$ cat src/rtl/core/pmsc_pkg.sv
// Shared constants, types and state encoding of the pooled mean/deviation combiner.
package pmsc_pkg;

  localparam int MAX_GROUPS_DEF = 64;
  localparam int VAL_W          = 24;
  localparam int CNT_W          = 16;
  localparam int TOTAL_W        = 22;
  localparam int WIN_W          = 16;
  localparam int SQ_W           = 2 * VAL_W;

  localparam logic [WIN_W-1:0]   WIN_RESET = WIN_W'(10);
  localparam logic [TOTAL_W-1:0] TOTAL_MAX = '1;

  typedef struct packed {
    logic [VAL_W-1:0] mean;
    logic [VAL_W-1:0] std;
    logic [CNT_W-1:0] count;
  } group_t;

  typedef enum logic [3:0] {
    ST_IDLE,
    ST_LOAD,
    ST_SIDE,
    ST_DIV_MEAN,
    ST_DIV_IOPS,
    ST_GRP_RD,
    ST_GRP_MAC,
    ST_VAR_GO,
    ST_DIV_VAR,
    ST_SQRT,
    ST_OUT
  } state_t;

endpackage

$ cat src/rtl/core/pmsc_sqrt.sv
// Digit-serial floor square root, two radicand bits per cycle.
module pmsc_sqrt (
  input  logic                      clk,
  input  logic                      rst,
  input  logic                      start,
  input  logic [pmsc_pkg::SQ_W-1:0] radicand,
  output logic                      done,
  output logic [pmsc_pkg::VAL_W-1:0] root
);

  localparam int RW = pmsc_pkg::VAL_W + 1;
  localparam int CW = $clog2(pmsc_pkg::VAL_W + 1);

  logic [pmsc_pkg::SQ_W-1:0]  val;
  logic [RW-1:0]              rem;
  logic [CW-1:0]              cnt;
  logic                       run;
  logic [RW+1:0]              r4;
  logic [RW+1:0]              trial;
  logic                       fits;

  assign r4    = {rem, val[pmsc_pkg::SQ_W-1 -: 2]};
  assign trial = (RW+2)'({root, 2'b01});
  assign fits  = r4 >= trial;

  always_ff @(posedge clk) begin
    if (rst) begin
      run  <= 1'b0;
      done <= 1'b0;
      cnt  <= '0;
    end else begin
      done <= 1'b0;
      if (start) begin
        run <= 1'b1;
        cnt <= CW'(pmsc_pkg::VAL_W);
      end else if (run) begin
        cnt <= cnt - 1'b1;
        if (cnt == CW'(1)) begin
          run  <= 1'b0;
          done <= 1'b1;
        end
      end
    end
  end

  always_ff @(posedge clk) begin
    if (start) begin
      val  <= radicand;
      rem  <= '0;
      root <= '0;
    end else if (run) begin
      val <= {val[pmsc_pkg::SQ_W-3:0], 2'b00};
      if (fits) begin
        rem  <= RW'(r4 - trial);
        root <= {root[pmsc_pkg::VAL_W-2:0], 1'b1};
      end else begin
        rem  <= r4[RW-1:0];
        root <= {root[pmsc_pkg::VAL_W-2:0], 1'b0};
      end
    end
  end

endmodule

$ cat config.mk
export PLATFORM = sky130hd
export DESIGN_NAME = pmsc_sqrt
export DESIGN_NICKNAME = d
export VERILOG_FILES = /design/src/rtl/core/pmsc_pkg.sv /design/src/rtl/core/pmsc_sqrt.sv
export SDC_FILE = /design/constraint.sdc
export NUM_CORES = 1
export LEC_CHECK = 0
export ABC_AREA = 1
export BUFFER_PORTS_ARGS = -buffer_cell sky130_fd_sc_hd__buf_2
export CORE_MARGIN = 2
export CORE_UTILIZATION = 53
export CTS_CLUSTER_SIZE = 10
export DETAILED_ROUTE_END_ITERATION = 6
export GPL_TIMING_DRIVEN = 0
export PLACE_DENSITY = 0.77
export SLEW_MARGIN = 40
export SYNTH_ARGS = -nofsm -noshare
export SYNTH_HDL_FRONTEND = slang
export SYNTH_SLANG_ARGS = --single-unit
$ cat constraint.sdc
create_clock -name clk -period 2.7 [get_ports clk]
set_input_delay 0.405 -clock clk [delete_from_list [all_inputs] [get_ports clk]]
set_output_delay 0.405 -clock clk [all_outputs]
set_load 0.01 [all_outputs]
=== Yosys cells after proc, flatten, opt, wreduce, memory -nomap -nowiden ===
Index checks and enable logic that the tools add are counted.

* Reductions and logical operators: 3
* Muxes and demuxes: 10
* Shifts and indexed selects: 0
* Multipliers: 0
* Magnitude comparators: 1
* Equality and inequality tests: 1
* Bitwise operators: 1
* Add/subtract/negate cells: 2
* Div/mod/pow operators: 0

{| class="wikitable"
|+ Operators by type and width
! operator !! count
|-
| $mux 48 || 2
|-
| $ge 27x26->1 || 1
|-
| $mux 25 || 1
|-
| $sub 25x25->25 || 1
|-
| $mux 5 || 2
|-
| $eq 5x1->1 const B || 1
|-
| $mux 1 || 5
|-
| $sub 5x1->5 const B || 1
|-
| $reduce_or 3->1 || 1
|-
| $reduce_bool 2->1 || 1
|-
| $reduce_or 2->1 || 1
|-
| $not 1->1 || 1
|}

* RAM bits: 0
* Logic and storage cells: 25
* Input port bits: 51
* Latch bits: 0
* Memories: 0
* Register bits: 104
* Bits in read-only memories: 0
* Output and inout port bits: 25

=== Logic depth before layout (Yosys ltp) ===
* Depth after elaboration: 4
* Depth in mapped cells: 16

=== Worst setup path after synthesis ===
Ideal clock, no wire load.

* Kind: input-to-reg
* From: input start
* To: register val[0] in the netlist's numbering, enable pin
* Required time: 2269 ps
* Slack: -60 ps
* Path buffers: 2
* Stages: 4
* Arrival time: 2329 ps
* Library setup time: 431 ps
* Cell sequence: clkbuf_1 -> nor2_1 -> clkinv_1 -> buf_1

* Word-level cells in the longest chain between the ends: 1

{| class="wikitable"
|+ Ends and longest elaborated chain
! item !! line !! RTL
|-
| from (decl) || pmsc_sqrt.sv:5 || <nowiki>input logic start,</nowiki>
|-
| $reduce_bool 2->1 (no line) || n/a ||
|-
| to (signal assigned) || pmsc_sqrt.sv:48 || <nowiki>val <= radicand;</nowiki>
|-
| to (signal assigned) || pmsc_sqrt.sv:52 || <nowiki>val <= {val[pmsc_pkg::SQ_W-3:0], 2'b00};</nowiki>
|-
| to (decl) || pmsc_sqrt.sv:14 || <nowiki>logic [pmsc_pkg::SQ_W-1:0] val;</nowiki>
|}

No other way between the ends.
A chain may end at the register's enable or synchronous reset.

=== Final worst setup path ===
* From: register root[22] in the netlist's numbering
* To: register rem[16]

* Word-level cells in the longest chain between the ends: 2

{| class="wikitable"
|+ Ends and longest elaborated chain
! item !! line !! RTL
|-
| from (decl) || pmsc_sqrt.sv:8 || <nowiki>output logic [pmsc_pkg::VAL_W-1:0] root</nowiki>
|-
| from (signal assigned) || pmsc_sqrt.sv:55 || <nowiki>root <= {root[pmsc_pkg::VAL_W-2:0], 1'b1};</nowiki>
|-
| from (signal assigned) || pmsc_sqrt.sv:58 || <nowiki>root <= {root[pmsc_pkg::VAL_W-2:0], 1'b0};</nowiki>
|-
| $ge 27x26->1 || pmsc_sqrt.sv:24 || <nowiki>assign fits = r4 >= trial;</nowiki>
|-
| $mux 25 || pmsc_sqrt.sv:53 || <nowiki>if (fits) begin</nowiki>
|-
| to (signal assigned) || pmsc_sqrt.sv:54 || <nowiki>rem <= RW'(r4 - trial);</nowiki>
|-
| to (signal assigned) || pmsc_sqrt.sv:57 || <nowiki>rem <= r4[RW-1:0];</nowiki>
|-
| to (decl) || pmsc_sqrt.sv:15 || <nowiki>logic [RW-1:0] rem;</nowiki>
|}

No other way between the ends.

==> results.json <==
{
  "hold_path.startpoint": "rst",
  "antenna_found_initial": 0,
  "grt_pass1_vias": 5359,
  "fill_cells": 1108,
  "viasPerCell": 5.13,
  "max_freq_mhz": 430,
  "synth_area_sq_um": 6050,
  "ys_seq_area_share_pct": 42.3,
  "hold_viol": 0,
  "synth.distinct_cells": 40,
  "drc": 0,
  "status": "finished, final reports clean",
  "end_kind": "register",
  "clkSinkCount": 104,
  "synth-simple-area-share_pct": 33.4,
  "yosysWarnings": 0,
  "port_buffers": 74,
  "p_comb_share_pct": 63.2,
  "swShare_pct": 49.4,
  "syn_avg_cell_area_sq_um": 7.11,
  "fp-row-count": 39,
  "reg2regPathDepth": 15,
  "final_cell_mix": "nand2_1, inv_1, buf_2",
  "setup_violations": 0,
  "synth_cells": 851,
  "crit_type": "reg2reg",
  "muxShareOfSynthArea_pct": 0,
  "wl_met3_mm": 1.00,
  "worstPathMaxFanout": 10,
  "htree_levels": 3,
  "min_period_ns": 2.33,
  "postRouteAntennaNets": 0,
  "cp_data_required_time_ns": 3.01,
  "rsz0062_at_grt": "false",
  "synth_seq_cells": 104,
  "final_common_cell": "nand2_1",
  "avgRoutedWirePerCell_microns": 13.9,
  "hold_path.class": "in2reg",
  "drive_gt1_share_pct": 13.8,
  "synth_xor_area_share_pct": 0.868,
  "cts_tree": "yes",
  "power.density_nw_per_um2": 1290,
  "cts-buffers-inserted": 9,
  "grt_overflow": 0,
  "post_cts_buffers": 0,
  "clkPwrFrac_pct": 13.9,
  "antenna_cells": 0,
  "wirelength_mm": 15.1,
  "first_pass_iters": 5,
  "final_min_period_over_clock_period_pct": 86.1,
  "dpl.hpwl_mm": 11.3,
  "clockRootBuffer": "clkbuf_16",
  "max_cap_violations": 0,
  "stdcell_area_sq_um": 6890,
  "top_layer": "met4",
  "syn2layout_area_growth_pct": 13.8,
  "clkLatencyLatePin_ns": 0.36,
  "skew_ns": 0.00977,
  "peakVddDrop_mv": 0.587,
  "internal-power_uw": 4490,
  "synth_compound_area_share_pct": 7.71,
  "rr_endpoint": "rem[16]",
  "ctsHoldBuffers": 0,
  "die_area_sq_um": 12300,
  "synthAdderAreaFrac_pct": 5.79,
  "ys_top_cells_by_area": "edfxtp_1, nand2_1, dfxtp_1",
  "dr_wl_met2_mm": 7.11,
  "worstPathArrival_ns": 2.63,
  "cp-start-kind": "register",
  "grt_pass1_wl_mm": 25.2,
  "start_util_pct": 53.7,
  "slew_viol_final": 0,
  "clock_path_buffers": 2,
  "worst_pin_slew_ns": 0.733,
  "leakage_uw": 0.00359,
  "synth_top_area_share_pct": 23.8,
  "fin_hold_ws_ns": 0.235,
  "fin_nets": 1016,
  "r2r_slack_ns": 0.37,
  "clk_pin_slew_ns": 0.07,
  "gp_congestion": 0.949,
  "holdPathStages": 2,
  "ios": 76,
  "place_area_sq_um": 6630,
  "track_usage_pct": 25.8,
  "met1_length_mm": 6.55,
  "die_w_microns": 111,
  "vias": 5565,
  "p_switching_uw": 4380,
  "synth_top_family_by_area": "simple AND/OR/NAND/NOR gates",
  "core_sq_um": 11300,
  "seqPwrFrac_pct": 22.9,
  "mappedNetlistNets": 930,
  "hold_end": "cnt[3]",
  "r2r-start": "root[22]",
  "chipHeight_microns": 111,
  "cts_resized": 0,
  "grt_max_degree": 47,
  "dr.first_iter.drc_count": 300,
  "maxSlewHeadroom_pct": 51.1,
  "yosys.area.top_type": "edfxtp_1"
}
-- metrics by stage --
stage	utilization [%]	instances	setup WS, ns	power, uW	TNS [ns]
floorplan	-	851	0.0699	6310	0
global placement	58.6	1068	-0.757	7530	-42.18
detailed placement	58.8	1069	0.424	7600	0
CTS	61.1	1085	0.385	8840	0
global route	61.1	1085	0.141	9720	0
finish	61.1	1085	0.375	8870	0
-- layer usage --
metal	GRT usage [%]	vias to the layer above
met5	0	-
met4	11.7	0
met3	4.48	29
met2	42.9	174
met1	32.8	2494
li1	-	2868
-- registers in the layout (all words and copies together) (netlist names) --
| register | flops |
|---|---|
| val | 48 |
| rem | 25 |
| root | 24 |
| cnt | 5 |
| done | 1 |
| run | 1 |
-- cells in the mapped netlist --
library cell  count
clkinv_1          2
ha_1             28
nor2_4            2
or2_2             7
buf_6             2
edfxtp_1         48
o31ai_1           1
nand3_1          45
nand2_1         340
o21ai_1           3
o211ai_1          3
inv_1           119
o21ai_2           1
nand2_2           7
a21boi_1          1
and2_1            1
a21oi_2           2
nor2_2            5
nor3_1            5
buf_1             7
nor4_1            1
nor2_1           49
a21oi_1          30
o21ai_0           8
nand4_1           8
a211oi_1          1
dfxtp_1          56
xor2_1            2
inv_2             5
clkbuf_1         14
a31oi_1           5
o22ai_1          23
nand2_8           1
buf_2             2
o21bai_1          2
xnor2_1           4
or2_1             2
buf_8             1
nand3_2           6
nor3b_1           2
-- area by class of cell --
class / instances / area (sq um) / area share, %
well taps: 143 / 179 / 2.60
multi-input cells: 595 / 2890 / 42.0
plain buffers: 26 / 130 / 1.89
repair buffers: 75 / 390 / 5.67
inverters: 126 / 473 / 6.86
clock inverters: 5 / 31.3 / 0.454
clock buffers: 11 / 233 / 3.38
flip-flops and latches: 104 / 2560 / 37.2
-- how the worst max path moves through the flow --
stage / slack [ns] / cells past startpoint / from / end
4_1_cts: 0.39 / 11 / root[12] / rem[8]
2_1_floorplan: 0.07 / 4 / start / val[0]
3_5_place_dp: 0.42 / 11 / root[12] / rem[8]
5_1_grt: 0.14 / 11 / root[12] / rem[9]
6_report: 0.37 / 15 / root[22] / rem[16]
3_3_place_gp: -0.76 / 4 / start / val[4]
-- power by group through the flow --
| stage | clock [uW] | sequential [uW] | combinational, uW |
|---|---|---|---|
| after floorplan | 0 | 2020 | 4290 |
| after detailed placement | 0 | 2060 | 5530 |
| final | 1230 | 2030 | 5600 |
| after CTS | 1250 | 2030 | 5570 |
| after global placement | 0 | 2060 | 5470 |
| after global routing | 1320 | 2050 | 6340 |
-- kinds of logic after synthesis --
group           Yosys count
flops                   104
buf+inv                 152
fa+ha+maj                28
compound gates           80
xor+xnor                  6
simple gates            481
-- critical path, cell delays in order, from the launching register on --
cell	delay, ns
dfxtp_1	0.33
inv_1	0.07
ha_1	0.34
nand2_1	0.06
nor2_1	0.20
inv_1	0.06
nor2_1	0.13
nand2_1	0.11
inv_1	0.08
nand3_2	0.20
nand2_8	0.18
buf_6	0.18
nand3_1	0.14
nand3_1	0.10
nand2_1	0.05
inv_1	0.05
Power figures use the tool's default switching activity.
