===== src/rtl/core/pmsc_div.sv =====
// Bit-serial restoring divider, one quotient bit per cycle.
module pmsc_div #(
  parameter int DW = 8,
  parameter int NW = 4
) (
  input  logic          clk,
  input  logic          rst,
  input  logic          start,
  input  logic [DW-1:0] dividend,
  input  logic [NW-1:0] divisor,
  output logic          done,
  output logic [DW-1:0] quotient
);

  localparam int CW = $clog2(DW + 1);

  logic [NW-1:0] rem;
  logic [NW-1:0] dsr;
  logic [DW-1:0] quo;
  logic [CW-1:0] cnt;
  logic          run;
  logic [NW:0]   trial;
  logic [NW:0]   diff;
  logic          fits;

  assign trial    = {rem, quo[DW-1]};
  assign diff     = trial - {1'b0, dsr};
  assign fits     = trial >= {1'b0, dsr};
  assign quotient = quo;

  always_ff @(posedge clk) begin
    if (rst) begin
      run  <= 1'b0;
      done <= 1'b0;
      cnt  <= '0;
    end else begin
      done <= 1'b0;
      if (start) begin
        run <= 1'b1;
        cnt <= CW'(DW);
      end else if (run) begin
        cnt <= cnt - 1'b1;
        if (cnt == CW'(1)) begin
          run  <= 1'b0;
          done <= 1'b1;
        end
      end
    end
  end

  always_ff @(posedge clk) begin
    if (start) begin
      quo <= dividend;
      rem <= '0;
      dsr <= divisor;
    end else if (run) begin
      rem <= fits ? diff[NW-1:0] : trial[NW-1:0];
      quo <= {quo[DW-2:0], fits};
    end
  end

endmodule


===== config.mk =====
export PLATFORM = sky130hd
export DESIGN_NAME = pmsc_div
export DESIGN_NICKNAME = d
export VERILOG_FILES = /design/src/rtl/core/pmsc_div.sv
export SDC_FILE = /design/constraint.sdc
export NUM_CORES = 1
export LEC_CHECK = 0
export ABC_CLOCK_PERIOD_IN_PS = 1700
export BUFFER_PORTS_ARGS = -buffer_cell sky130_fd_sc_hd__buf_4
export CAP_MARGIN = 20
export CORE_AREA = 8 8 46 75
export CTS_CLUSTER_DIAMETER = 30
export DETAILED_ROUTE_END_ITERATION = 7
export DIE_AREA = 0 0 54 83
export GPL_ROUTABILITY_DRIVEN = 0
export HOLD_SLACK_MARGIN = 0.12
export PLACE_DENSITY = 0.7
export SETUP_SLACK_MARGIN = 0.2
export SYNTH_ARGS = -nofsm -noshare
export SYNTH_HDL_FRONTEND = slang
export SYNTH_SLANG_ARGS = --single-unit

===== constraint.sdc =====
create_clock -name clk -period 1.7 [get_ports clk]
set_input_delay 0.425 -clock clk [delete_from_list [all_inputs] [get_ports clk]]
set_output_delay 0.425 -clock clk [all_outputs]
set_load 0.02 [all_outputs]

Yosys cells after proc, flatten, opt, wreduce, memory -nomap -nowiden
Cells that the tools add are included.
Storage, ports and cells
  register bits: 22
  word-level logic and storage cells: 24
  output and inout bits: 9
Operators by class
  eq/ne operators: 1
  bitwise logic cells: 1
  $add $sub $neg: 2
  muxes and demuxes: 9
  $lt $le $gt $ge: 1
  reductions and logical operators: 3
Operators with widths (number)
  two-way mux 8 bit: 2
  two-way mux 4 bit: 3
  greater-or-equal comparator 5 x 4 -> 1 bit: 1
  == test 4 x 1 -> 1 bit, second input constant: 1
  two-way mux 1 bit: 4
  subtractor 4 x 1 -> 4 bit, second input constant: 1
  subtractor 4 bit: 1
  OR reduction 3 bit: 1
  nonzero test 2 bit: 1
  OR reduction 2 bit: 1
  NOT 1 bit: 1

Depth between registers and ports, before layout
Gate-level depths: netlist of run 1.
  depth after elaboration: 4
  gate-level depth with buffers: 6
  gate-level depth less buffers: 6

Least setup slack after synthesis of run 1
No wires, ideal clock.
  path kind: reg-to-reg
  from: register dsr[1]
  to: register quo[0], in the netlist quotient[0] (data pin)
  period minus slack after synthesis: 1.811 ns
  setup slack: -0.111 ns
  cell stages (with the launch flop): 7
  setup time: 0.260 ns
  data arrival time: 1.551 ns
  path buffers: 0
  path through: edfxtp_1 > inv_1 > ha_1 > nor2b_1 > o221a_4 > or2_4 > mux2_2
Between the ends
  word-level cells in the longest chain between the ends: 3
RTL lines
  start, declared: line 18  | logic [NW-1:0] dsr;
  start signal, assigned: line 55  | dsr <= divisor;
  greater-or-equal comparator 5 x 4 -> 1 bit: line 28  | assign fits = trial >= {1'b0, dsr};
  two-way mux 8 bit: line 56  | end else if (run) begin
  two-way mux 8 bit: line 52  | if (start) begin
  end signal, assigned: line 53  | quo <= dividend;
  end signal, assigned: line 58  | quo <= {quo[DW-2:0], fits};
  end, declared: line 19  | logic [DW-1:0] quo;
No other way between the ends. The select of a mux whose other input is x is not followed.
A chain may end at the register's enable or synchronous reset.

Worst setup path after layout of run 1
Same ends and word-level chain as after synthesis.

==> results of run 1 <==
[cell families (layout without fill, tap and decap cells)]
logic type	after synthesis	after routing
fa+ha+maj	7	7
mux	8	8
flops	22	22
xor+xnor	4	4
buf+inv	11	45
simple gates	25	25
compound gates	12	12
[area by class of cell]
type	instances	area [µm²]	area share (%)
Timing Repair Buffer	33	248	17.0
Multi-Input combinational cell	56	513	35.3
Clock inverter	1	30.0	2.06
Clock buffer	3	41.3	2.84
Tap cell	26	32.5	2.24
Sequential cell	22	561	38.5
Inverter	8	30.0	2.06
[per-stage QoR]
stage	util, %	hold slack, ns
floorplan	-	0.430
global placement	55.1	0.443
detailed placement	55.1	0.443
CTS	58.8	0.324
global route	59.1	0.319
finish	59.1	0.325
[worst max path at each step]
stage / from / to
6_report: dsr[1] / quotient[0]
5_1_grt: dsr[1] / quotient[0]
4_1_cts: dsr[1] / quotient[0]
3_5_place_dp: dsr[1] / quotient[0]
3_3_place_gp: dsr[1] / quotient[0]
2_1_floorplan: dsr[1] / quotient[0]
[registers in the layout, indices dropped and copies added (netlist names)]
name and cells:
quotient 8, rem 4, cnt 4, run 1, dsr 4, done 1
[per-layer routing]
layer,vias to the layer above,global-route usage (%),share of wire (%)
li1,397,-,-
met1,377,12.2,38
met2,22,18.6,54
met3,9,3.04,4.0
met4,0,5.41,3.9
met5,-,0,0
[power groups by stage]
| stage | registers (µW) | clock network (µW) | logic [µW] |
|---|---|---|---|
| 2_1_floorplan | 688 | 0 | 182 |
| 4_1_cts | 654 | 496 | 376 |
| 3_3_place_gp | 663 | 0 | 357 |
| 5_1_grt | 660 | 515 | 413 |
| 3_5_place_dp | 664 | 0 | 366 |
| 6_report | 653 | 495 | 381 |
[cells in the mapped netlist]
library cell                instances  area [µm²]
sky130_fd_sc_hd__a2111oi_0          1        8.76
sky130_fd_sc_hd__a21oi_1            1        5.00
sky130_fd_sc_hd__a311oi_1           2        17.5
sky130_fd_sc_hd__clkbuf_1           3        11.3
sky130_fd_sc_hd__dfxtp_1           10         200
sky130_fd_sc_hd__edfxtp_1          12         360
sky130_fd_sc_hd__fa_1               1        20.0
sky130_fd_sc_hd__ha_1               6        75.1
sky130_fd_sc_hd__inv_1              8        30.0
sky130_fd_sc_hd__mux2_2             8        90.1
sky130_fd_sc_hd__nand2_1            5        18.8
sky130_fd_sc_hd__nand4_1            1        6.26
sky130_fd_sc_hd__nor2_1             7        26.3
sky130_fd_sc_hd__nor2b_1            1        6.26
sky130_fd_sc_hd__nor3_1             2        10.0
sky130_fd_sc_hd__nor3b_1            1        7.51
sky130_fd_sc_hd__nor4b_1            4        35.0
sky130_fd_sc_hd__o21ai_0            1        5.00
sky130_fd_sc_hd__o21ai_1            1        5.00
sky130_fd_sc_hd__o21bai_1           2        15.0
sky130_fd_sc_hd__o221a_4            1        20.0
sky130_fd_sc_hd__o22a_2             1        10.0
sky130_fd_sc_hd__o311ai_1           1        8.76
sky130_fd_sc_hd__o32ai_1            1        8.76
sky130_fd_sc_hd__or2_1              1        6.26
sky130_fd_sc_hd__or2_4              1        8.76
sky130_fd_sc_hd__or3b_1             1        8.76
sky130_fd_sc_hd__or3b_2             1        8.76
sky130_fd_sc_hd__xnor2_1            1        8.76
sky130_fd_sc_hd__xor2_1             3        26.3
[repair_timing]
action | 4_1_cts | 5_1_grt
pin swaps | 2 | 2
endpoints found under the hold margin | 0 | 0
setup endpoints to repair | 5 | 5
resized for setup | 3 | 1
[worst register-to-register path: stages (launching register included)]
cell	delay (ns)
sky130_fd_sc_hd__edfxtp_1	0.40
sky130_fd_sc_hd__inv_2	0.08
sky130_fd_sc_hd__ha_4	0.20
sky130_fd_sc_hd__nor2b_4	0.13
sky130_fd_sc_hd__o221a_4	0.23
sky130_fd_sc_hd__or2_4	0.24
sky130_fd_sc_hd__mux2_2	0.26
==> impl_results.rst, run 1 <==
.. list-table::
   :header-rows: 1

   * - Metric
     - Value
   * - Run status
     - complete, but fails checks
   * - Failing checks
     - negative setup slack
   * - P_leak
     - 0.000619 µW
   * - Final hold violation count
     - 0
   * - Crit path launch type
     - flop
   * - Overflow after GRT
     - 0
   * - Sequential element share of the synthesized area
     - 52.5%
   * - Placement row count
     - 24
   * - Cell count after placement
     - 145
   * - Die width
     - 54 µm
   * - Slew at the pin with the worst max-slew slack
     - 0.392 ns
   * - Fraction of the mapped netlist area in adder cells
     - 8.90%
   * - Instance area after placement
     - 0.00136 mm²
   * - Relative contribution of the clock network to total power
     - 32.4%
   * - Net switching fraction of the power
     - 25.6%
   * - Half-perimeter wire length after detailed placement
     - 1.78 mm
   * - Insertion delay of the later-clocked pin in the worst-skew pair
     - 0.27 ns
   * - Crit path max-delay family
     - flip-flops
   * - Max-cap violations
     - 0
   * - Inserted Clock Buffers
     - 3
   * - Final Total Pwr
     - 1530 µW
   * - Worst EP required
     - 1.73 ns
   * - Vias per cell
     - 5.40
   * - Main combinational cell family by area after synthesis
     - simple AND/OR/NAND/NOR gates
   * - DIE AREA
     - 0.00448 mm²
   * - Worst slew slack as a fraction of its limit
     - 73.5%
   * - Worst slack after detailed placement
     - -0.111 ns
   * - Combined global-route utilization of all metal layers
     - 11.2%
   * - Post-synth cell types
     - 30
   * - Arrival time reported for the critical path endpoint
     - 1.81 ns
   * - Number of endpoints failing setup at the final stage
     - 4
   * - Unrepaired setup endpoints after global routing
     - true
   * - Number of nets produced by synthesis
     - 111
   * - Fill cell count
     - 212
   * - Highest attainable clock frequency
     - 563 MHz
   * - Number of DRC markers after the initial detailed-route iteration
     - 22
   * - Share of post-route cells with drive strength above 1
     - 45.5%
   * - Largest net degree at the start of global routing
     - 26
   * - Worst hold path class
     - primary input to flop
   * - Number of buffers added to fix hold violations after cts
     - 0
   * - First-pass GRT wire length
     - 3.86 mm
   * - Synthesized-area fraction occupied by ao, oa, aoi and oai cells
     - 9.72%
   * - Crit path buf inv count
     - 1
   * - Final net count
     - 146
   * - Worst flop-to-flop path endpoint
     - quotient[0]
   * - Count of synthesis-stage warnings from yosys
     - 0
   * - Top-level port count
     - 24
   * - Post-synthesis register bit count
     - 22
   * - Peak VDD IR
     - 0.705 mV
   * - Area of the mapped netlist
     - 0.00107 mm²
   * - Top library cells by usage in the layout, fill and taps aside
     - sky130_fd_sc_hd__buf_4, sky130_fd_sc_hd__edfxtp_1, sky130_fd_sc_hd__dfxtp_1
   * - Fraction of power consumed by combinational cells
     - 24.9%
   * - Post-synthesis simple-gate area fraction
     - 13.3%
   * - Final Max Tran Viols
     - 0
   * - Critical Path Stages
     - 6
   * - Minimum setup slack in the final design
     - -0.0767 ns
   * - Post-layout instance count excluding filler cells
     - 149
   * - Final Routed Wirelength
     - 2.36 mm
   * - Master of the slowest instance on the critical path
     - sky130_fd_sc_hd__edfxtp_1
   * - Maximum clock skew at final layout
     - 0.00859 ns
   * - Chip Height
     - 83 µm
   * - Fin Setup TNS
     - -0.134 ns
   * - Initial Util
     - 43.4%
   * - Area inside the core boundary
     - 0.00246 mm²
   * - Post-Synthesis Mean Instance Area
     - 12.0 µm²
   * - Number of antenna violations at the first check in global routing
     - 0
   * - Maximum level of the CTS H-tree
     - 1
   * - Clock-pin slew on the worst setup and hold paths
     - 0.09 ns
   * - Vias in the first global route
     - 862
   * - Number of DRC violations after detailed routing
     - 0
   * - Category of the worst setup path capture point
     - flop
   * - Count of cells along the worst register-to-register path
     - 6
   * - Crit share post-route
     - 105%
   * - Area growth from synthesis to final layout
     - 36.2%
   * - Buffer type at the clock tree root
     - sky130_fd_sc_hd__clkbuf_8
   * - Worst R2R Setup Slack
     - -0.08 ns
   * - Cells after synthesis
     - 89
   * - Reported net switching power
     - 392 µW
   * - Routed vias
     - 805
   * - Largest stage delay on the critical path
     - 0.40 ns
   * - Antenna Violating Nets Remaining
     - 0
   * - CTS tree
     - yes
   * - Startpoint of the lowest-slack register-to-register path
     - dsr[1]
   * - First-pass DRT Iterations
     - 4
   * - Routed wire length per instance
     - 15.8 µm
   * - Worst hold start
     - divisor[2]
   * - Startpoint-to-endpoint class of the critical path
     - flop to flop
   * - Cells along the critical path
     - inv_2 -> ha_4 -> nor2b_4 -> o221a_4 -> or2_4 -> mux2_2
   * - Critical path fanouts, max
     - 3
   * - Maximum clock path buffer count
     - 2
   * - Design area
     - 0.00146 mm²
   * - Buffers inserted by post-CTS timing repair
     - 0
   * - Power density over the cells
     - 1050 mW/mm²
   * - Antenna diode count
     - 0
   * - Sequential fraction of design power
     - 42.7%
   * - Post-synthesis mux area share
     - 8.43%
   * - Min Tclk post-route
     - 1.78 ns
   * - Buffers on Ports
     - 23
   * - Min-Delay Endpoint
     - dsr[2]
   * - Number of sinks handled by clock tree synthesis
     - 22
   * - Most common cell after layout, fill and taps aside
     - sky130_fd_sc_hd__buf_4
   * - Xor-xnor portion of the synthesized cell area
     - 3.28%
   * - Internal power summed over all cells
     - 1140 µW
   * - Hold Crit Depth
     - 1
No activity file was read; power rests on OpenSTA's default activity.
==> run 2, diff against run 1 <==
- BUFFER_PORTS_ARGS: -buffer_cell sky130_fd_sc_hd__buf_4 -> not set
- CORE_AREA: 8 8 46 75 -> 8 8 54 56
- DIE_AREA: 0 0 54 83 -> 0 0 62 64
- DONT_BUFFER_PORTS: not set -> 1
- PLACE_DENSITY: 0.7 -> 0.69
==> run 2 against run 1 <==
  * The run still ends with negative setup slack left
  * Clock power down 51%
  * Via count is 14% lower
  * Cell count is 14% lower
  * Critical endpoint unchanged
  * Sequential share of layout area grew 5.8 points
  * Critical path type unchanged
==> impl_results.rst, run 2 (synthesis results as in run 1) <==
.. list-table::
   :header-rows: 1

   * - Metric
     - Value
   * - Run status
     - complete, but fails checks
   * - Failing checks
     - negative setup slack
   * - Final Util
     - 60.0%
   * - Final Max Tran Viols
     - 0
   * - Slew at the pin with the worst max-slew slack
     - 0.387 ns
   * - Routed wire length per instance
     - 15.8 µm
   * - Count of cells along the worst register-to-register path
     - 6
   * - Power density over the cells
     - 965 mW/mm²
   * - First-pass GRT wire length
     - 3.22 mm
   * - Internal power summed over all cells
     - 876 µW
   * - Relative contribution of the clock network to total power
     - 19.8%
   * - Final net count
     - 123
   * - Crit path launch type
     - flop
   * - Placement row count
     - 17
   * - Number of buffers added to fix hold violations after cts
     - 0
   * - Combined global-route utilization of all metal layers
     - 10.7%
   * - Min Tclk post-route
     - 1.75 ns
   * - Initial Util
     - 50.7%
   * - Routed met1 length
     - 897 µm
   * - Worst hold margin
     - 0.168 ns
   * - Fraction of power consumed by combinational cells
     - 24.2%
   * - Largest stage delay on the critical path
     - 0.41 ns
   * - Minimum setup slack in the final design
     - -0.0549 ns
   * - Top library cells by usage in the layout, fill and taps aside
     - sky130_fd_sc_hd__edfxtp_1, sky130_fd_sc_hd__dfxtp_1, sky130_fd_sc_hd__buf_4
   * - Vias per cell
     - 5.42
   * - Highest attainable clock frequency
     - 570 MHz
   * - Crit path buf inv count
     - 1
   * - Inserted Clock Buffers
     - 3
   * - Arrival time reported for the critical path endpoint
     - 1.83 ns
   * - Min-Delay Endpoint
     - run
   * - Category of the worst setup path capture point
     - flop
   * - Antenna diode count
     - 0
   * - Final hold violation count
     - 0
   * - Unrepaired setup endpoints after global routing
     - true
   * - Vias in the first global route
     - 693
   * - Footprint of the flip-flops and latches
     - 561 µm²
   * - Antenna Violating Nets Remaining
     - 0
   * - Worst R2R Setup Slack
     - -0.05 ns
   * - Worst EP required
     - 1.77 ns
   * - Critical path fanouts, max
     - 2
   * - Maximum clock skew at final layout
     - 0.00362 ns
   * - Worst hold path class
     - primary input to flop
   * - Reported net switching power
     - 343 µW
   * - Fill cell count
     - 171
   * - Net switching fraction of the power
     - 28.2%
   * - Cells along the critical path
     - inv_2 -> ha_4 -> nor2b_4 -> o221a_4 -> or2_4 -> mux2_2
   * - Peak VDD IR
     - 0.615 mV
   * - Routed vias
     - 694
   * - Half-perimeter wire length after detailed placement
     - 1.55 mm
   * - Crit share post-route
     - 103%
   * - Routed wl met3
     - 145 µm
   * - Worst flop-to-flop path endpoint
     - quotient[0]
   * - Share of post-route cells with drive strength above 1
     - 37.0%
   * - Insertion delay of the later-clocked pin in the worst-skew pair
     - 0.31 ns
   * - Startpoint of the lowest-slack register-to-register path
     - dsr[1]
   * - Die width
     - 62 µm
   * - Worst hold start
     - rst
   * - Hold Crit Depth
     - 1
   * - Startpoint-to-endpoint class of the critical path
     - flop to flop
   * - CTS tree
     - yes
   * - Top-level port count
     - 24
   * - Number of DRC violations after detailed routing
     - 0
   * - Largest net degree at the start of global routing
     - 26
   * - Number of DRC markers after the initial detailed-route iteration
     - 7
   * - Number of sinks handled by clock tree synthesis
     - 22
   * - Final Routed Wirelength
     - 2.02 mm
   * - P_leak
     - 0.000490 µW
   * - Maximum level of the CTS H-tree
     - 1
   * - Number of antenna violations at the first check in global routing
     - 0
   * - DIE AREA
     - 0.00397 mm²
   * - Max FFs per register
     - 8
   * - Clock-pin slew on the worst setup and hold paths
     - 0.11 ns
   * - Chip Height
     - 64 µm
   * - Most common cell after layout, fill and taps aside
     - sky130_fd_sc_hd__edfxtp_1
   * - Crit path max-delay family
     - flip-flops
   * - Maximum clock path buffer count
     - 2
   * - Master of the slowest instance on the critical path
     - sky130_fd_sc_hd__edfxtp_1
   * - Area growth from synthesis to final layout
     - 18.3%
   * - Worst slew slack as a fraction of its limit
     - 73.9%
   * - Number of endpoints failing setup at the final stage
     - 3
   * - Buffer type at the clock tree root
     - sky130_fd_sc_hd__clkbuf_4
   * - Met2 wire length
     - 935 µm
   * - Max-cap violations
     - 0
   * - Combined area of the multi-input logic cells
     - 537 µm²
   * - Area inside the core boundary
     - 0.00211 mm²
   * - Uppermost layer routed
     - met4
   * - Overflow after GRT
     - 0
   * - Sequential fraction of design power
     - 56.0%
   * - First-pass DRT Iterations
     - 2
   * - Buffers on Ports
     - 0
==> run 2: cell type report <==
class                   instances  share of cell area, %
flip-flops and latches         22                   44.4
clock buffers                   4                   2.08
repair buffers                 10                   5.94
multi-input cells              56                   42.5
well taps                      28                   2.77
inverters                       8                   2.38
==> run 2: through the flow <==
| step | total power (µW) | cell area (µm²) | instances | TNS (ns) | setup WS, ns |
|---|---|---|---|---|---|
| 4_1_cts | 1220 | 1240 | 128 | -0.108 | -0.0632 |
| 6_report | 1220 | 1260 | 128 | -0.0973 | -0.0549 |
| 3_3_place_gp | 954 | 1190 | 124 | -0.0844 | -0.0513 |
| 2_1_floorplan | 869 | 1090 | 89 | -0.0882 | -0.0882 |
| 3_5_place_dp | 962 | 1190 | 124 | -0.176 | -0.0668 |
| 5_1_grt | 1280 | 1260 | 128 | -0.372 | -0.108 |
==> run 2: power groups by stage <==
| stage | clock network (µW) | logic [µW] | registers, µW |
|---|---|---|---|
| 3_5_place_dp | 0 | 267 | 694 |
| 4_1_cts | 256 | 282 | 685 |
| 6_report | 241 | 295 | 684 |
| 2_1_floorplan | 0 | 182 | 688 |
| 3_3_place_gp | 0 | 259 | 694 |
| 5_1_grt | 274 | 319 | 691 |
==> run 2: metal layers <==
metal	GRT usage [%]	vias to the layer above
met5	0	-
met4	5.13	0
met3	4.00	4
met2	15.9	15
met1	13.1	329
li1	-	346
==> run 2: worst max path at each step <==
stage,from,end,depth (start not counted)
finish,dsr[1],quotient[0],6
global route,dsr[1],quotient[0],6
CTS,dsr[1],quotient[0],6
detailed placement,dsr[1],quotient[0],6
global placement,dsr[1],quotient[0],6
floorplan,dsr[1],quotient[0],6
==> run 2: timing repair <==
action / 4_1_cts / 5_1_grt
endpoints found under the setup margin: 5 / 5
pin swaps: 5 / 0
buffers inserted: 0 / 0
cloned: 0 / 0
resized for setup: 5 / 4
==> run 3, diff against run 2 <==
- ABC_CLOCK_PERIOD_IN_PS: 1700 -> 1600
- CTS_CLUSTER_SIZE: not set -> 14
- clock period: 1.7 -> 1.6 ns (I/O delays scaled with it)
==> run 3 against run 2 <==
  * The flow still finishes with violations (negative setup slack)
  * Clock skew about the same
  * Combinational power increased by 4%
  * Maximum frequency decreased by 0.98%
  * Sequential share of layout area increased by 0.055 points
  * Critical path depth unchanged
  * Core utilization increased by 0.059 points
  * Power increased by 5.4%
  * Non-clock buffer count increased by 1
  * Critical path type unchanged
==> impl_results.rst, run 3 (synthesis results as in run 1) <==
.. list-table::
   :header-rows: 1

   * - Metric
     - Value
   * - Vias in the first global route
     - 751
   * - Routed wire length per instance
     - 15.4 µm
   * - Crit path launch type
     - flop
   * - End point of the critical path
     - quotient[0]
   * - Worst R2R Setup Slack
     - -0.17 ns
   * - Critical path fanouts, max
     - 2
   * - Clock-pin slew on the worst setup and hold paths
     - 0.12 ns
   * - Final hold violation count
     - 0
   * - Overflow after GRT
     - 0
   * - Die width
     - 62 µm
   * - Top-level port count
     - 24
   * - Unrepaired setup endpoints after global routing
     - true
   * - Final Routed Wirelength
     - 1.98 mm
   * - Crit share post-route
     - 111%
   * - Buffers inserted by post-CTS timing repair
     - 0
   * - Largest net degree at the start of global routing
     - 26
   * - Category of the worst setup path capture point
     - flop
   * - Maximum clock skew at final layout
     - 0.00382 ns
   * - First-pass DRT Iterations
     - 4
   * - Design area
     - 0.00126 mm²
   * - Maximum level of the CTS H-tree
     - 1
   * - P_leak
     - 0.000499 µW
   * - Highest attainable clock frequency
     - 564 MHz
   * - Slew at the pin with the worst max-slew slack
     - 0.345 ns
   * - Initial Util
     - 50.7%
   * - Worst slack after detailed placement
     - -0.171 ns
   * - Maximum clock path buffer count
     - 2
   * - Placement row count
     - 17
   * - Startpoint-to-endpoint class of the critical path
     - flop to flop
   * - Failing checks
     - negative setup slack
   * - Top library cells by usage in the layout, fill and taps aside
     - sky130_fd_sc_hd__edfxtp_1, sky130_fd_sc_hd__buf_4, sky130_fd_sc_hd__dfxtp_1
   * - Number of DRC markers after the initial detailed-route iteration
     - 28
   * - Run status
     - complete, but fails checks
   * - Max FFs per register
     - 8
   * - Power density over the cells
     - 1020 mW/mm²
   * - First-pass GRT wire length
     - 3.33 mm
   * - Number of DRC violations after detailed routing
     - 0
   * - Count of cells along the worst register-to-register path
     - 6
   * - Area growth from synthesis to final layout
     - 18.4%
   * - Area inside the core boundary
     - 0.00211 mm²
   * - Inserted Clock Buffers
     - 3
   * - Number of sinks handled by clock tree synthesis
     - 22
   * - Share of post-route cells with drive strength above 1
     - 35.6%
   * - Final Util
     - 60.1%
   * - Arrival time reported for the critical path endpoint
     - 1.83 ns
   * - Worst hold margin
     - 0.157 ns
   * - Max-cap violations
     - 0
   * - Routed vias
     - 716
   * - Worst flop-to-flop path endpoint
     - quotient[0]
   * - Worst hold path class
     - primary input to flop
   * - Min Tclk post-route
     - 1.77 ns
   * - Half-perimeter wire length after detailed placement
     - 1.56 mm
   * - Number of endpoints failing setup at the final stage
     - 5
   * - Combined global-route utilization of all metal layers
     - 10.6%
   * - Buffer type at the clock tree root
     - sky130_fd_sc_hd__clkbuf_4
   * - Antenna Violating Nets Remaining
     - 0
   * - Peak VDD IR
     - 0.801 mV
   * - Buffers on Ports
     - 0
   * - Chip Height
     - 64 µm
   * - Fill cell count
     - 185
   * - Minimum setup slack in the final design
     - -0.172 ns
   * - Insertion delay of the later-clocked pin in the worst-skew pair
     - 0.29 ns
   * - Vias per cell
     - 5.55
   * - Startpoint of the lowest-slack register-to-register path
     - dsr[1]
   * - Fin Setup TNS
     - -0.665 ns
   * - Most common cell after layout, fill and taps aside
     - sky130_fd_sc_hd__edfxtp_1
   * - Number of antenna violations at the first check in global routing
     - 0
   * - Antenna diode count
     - 0
   * - Final Max Tran Viols
     - 0
   * - Worst EP required
     - 1.66 ns
   * - CTS tree
     - yes
   * - Instance area after placement
     - 0.00119 mm²
   * - Worst slew slack as a fraction of its limit
     - 76.4%
   * - Final net count
     - 124
   * - DIE AREA
     - 0.00397 mm²
   * - Critical path startpoint
     - dsr[1]
==> run 3: cell count changes in the layout (fill, tap and decap cells not counted), sizes merged <==
cell	previous run	this run
buf	10	11
==> run 3: power by group <==
| part | total, µW | leakage (µW) | internal [µW] | switching (µW) |
|---|---|---|---|---|
| Combinational | 308 | 0.000282 | 175 | 133 |
| Sequential | 728 | 0.000202 | 659 | 68.6 |
| Clock | 249 | 0.0000150 | 96.7 | 152 |
==> run 3: worst max-delay path, cell delays in order (launching register included) <==
cell and delay [ns]:
sky130_fd_sc_hd__edfxtp_1 0.42, sky130_fd_sc_hd__inv_2 0.08, sky130_fd_sc_hd__ha_4 0.19, sky130_fd_sc_hd__nor2b_4 0.12, sky130_fd_sc_hd__o221a_4 0.23, sky130_fd_sc_hd__or2_4 0.23
sky130_fd_sc_hd__mux2_4 0.26
==> run 3: how the worst min path moves through the flow <==
stage	from	to	slack [ns]	depth (start not counted)
finish	rst	run	0.16	1
global route	rst	run	0.14	1
CTS	rst	run	0.15	1
detailed placement	rem[3]	rem[3]	0.47	2
global placement	rem[3]	rem[3]	0.44	2
floorplan	rem[3]	rem[3]	0.43	2
==> run 3: final cells by class <==
type                            instances  area (µm²)  share of cell area [%]
Sequential cell                        22         562                    44.4
Inverter                                8        30.0                    2.37
Tap cell                               28        35.0                    2.77
Clock buffer                            4        26.3                    2.08
Multi-Input combinational cell         56         529                    41.8
Timing Repair Buffer                   11        82.6                    6.53
==> run 3: repair_timing <==
| item | 4_1_cts | 5_1_grt |
|---|---|---|
| endpoints found under the setup margin | 5 | 6 |
| hold buffers | 0 | 0 |
| pin swaps | 2 | 1 |
| gates resized for setup | 3 | 5 |
==> run 3: metal layers <==
metal / vias up / wire, µm / share of wire [%] / track usage (%)
met2: 15 / 991 / 50 / 17.6
li1: 353 / - / - / -
met1: 346 / 822 / 41 / 12.4
met3: 2 / 160 / 8.1 / 4.60
met5: - / 0 / 0 / 0
met4: 0 / 8 / 0.40 / 1.71
==> run 3: metrics by stage <==
step / total power, µW / cells
global placement: 1020 / 125
CTS: 1290 / 129
floorplan: 924 / 89
detailed placement: 1020 / 125
global route: 1360 / 129
finish: 1290 / 129
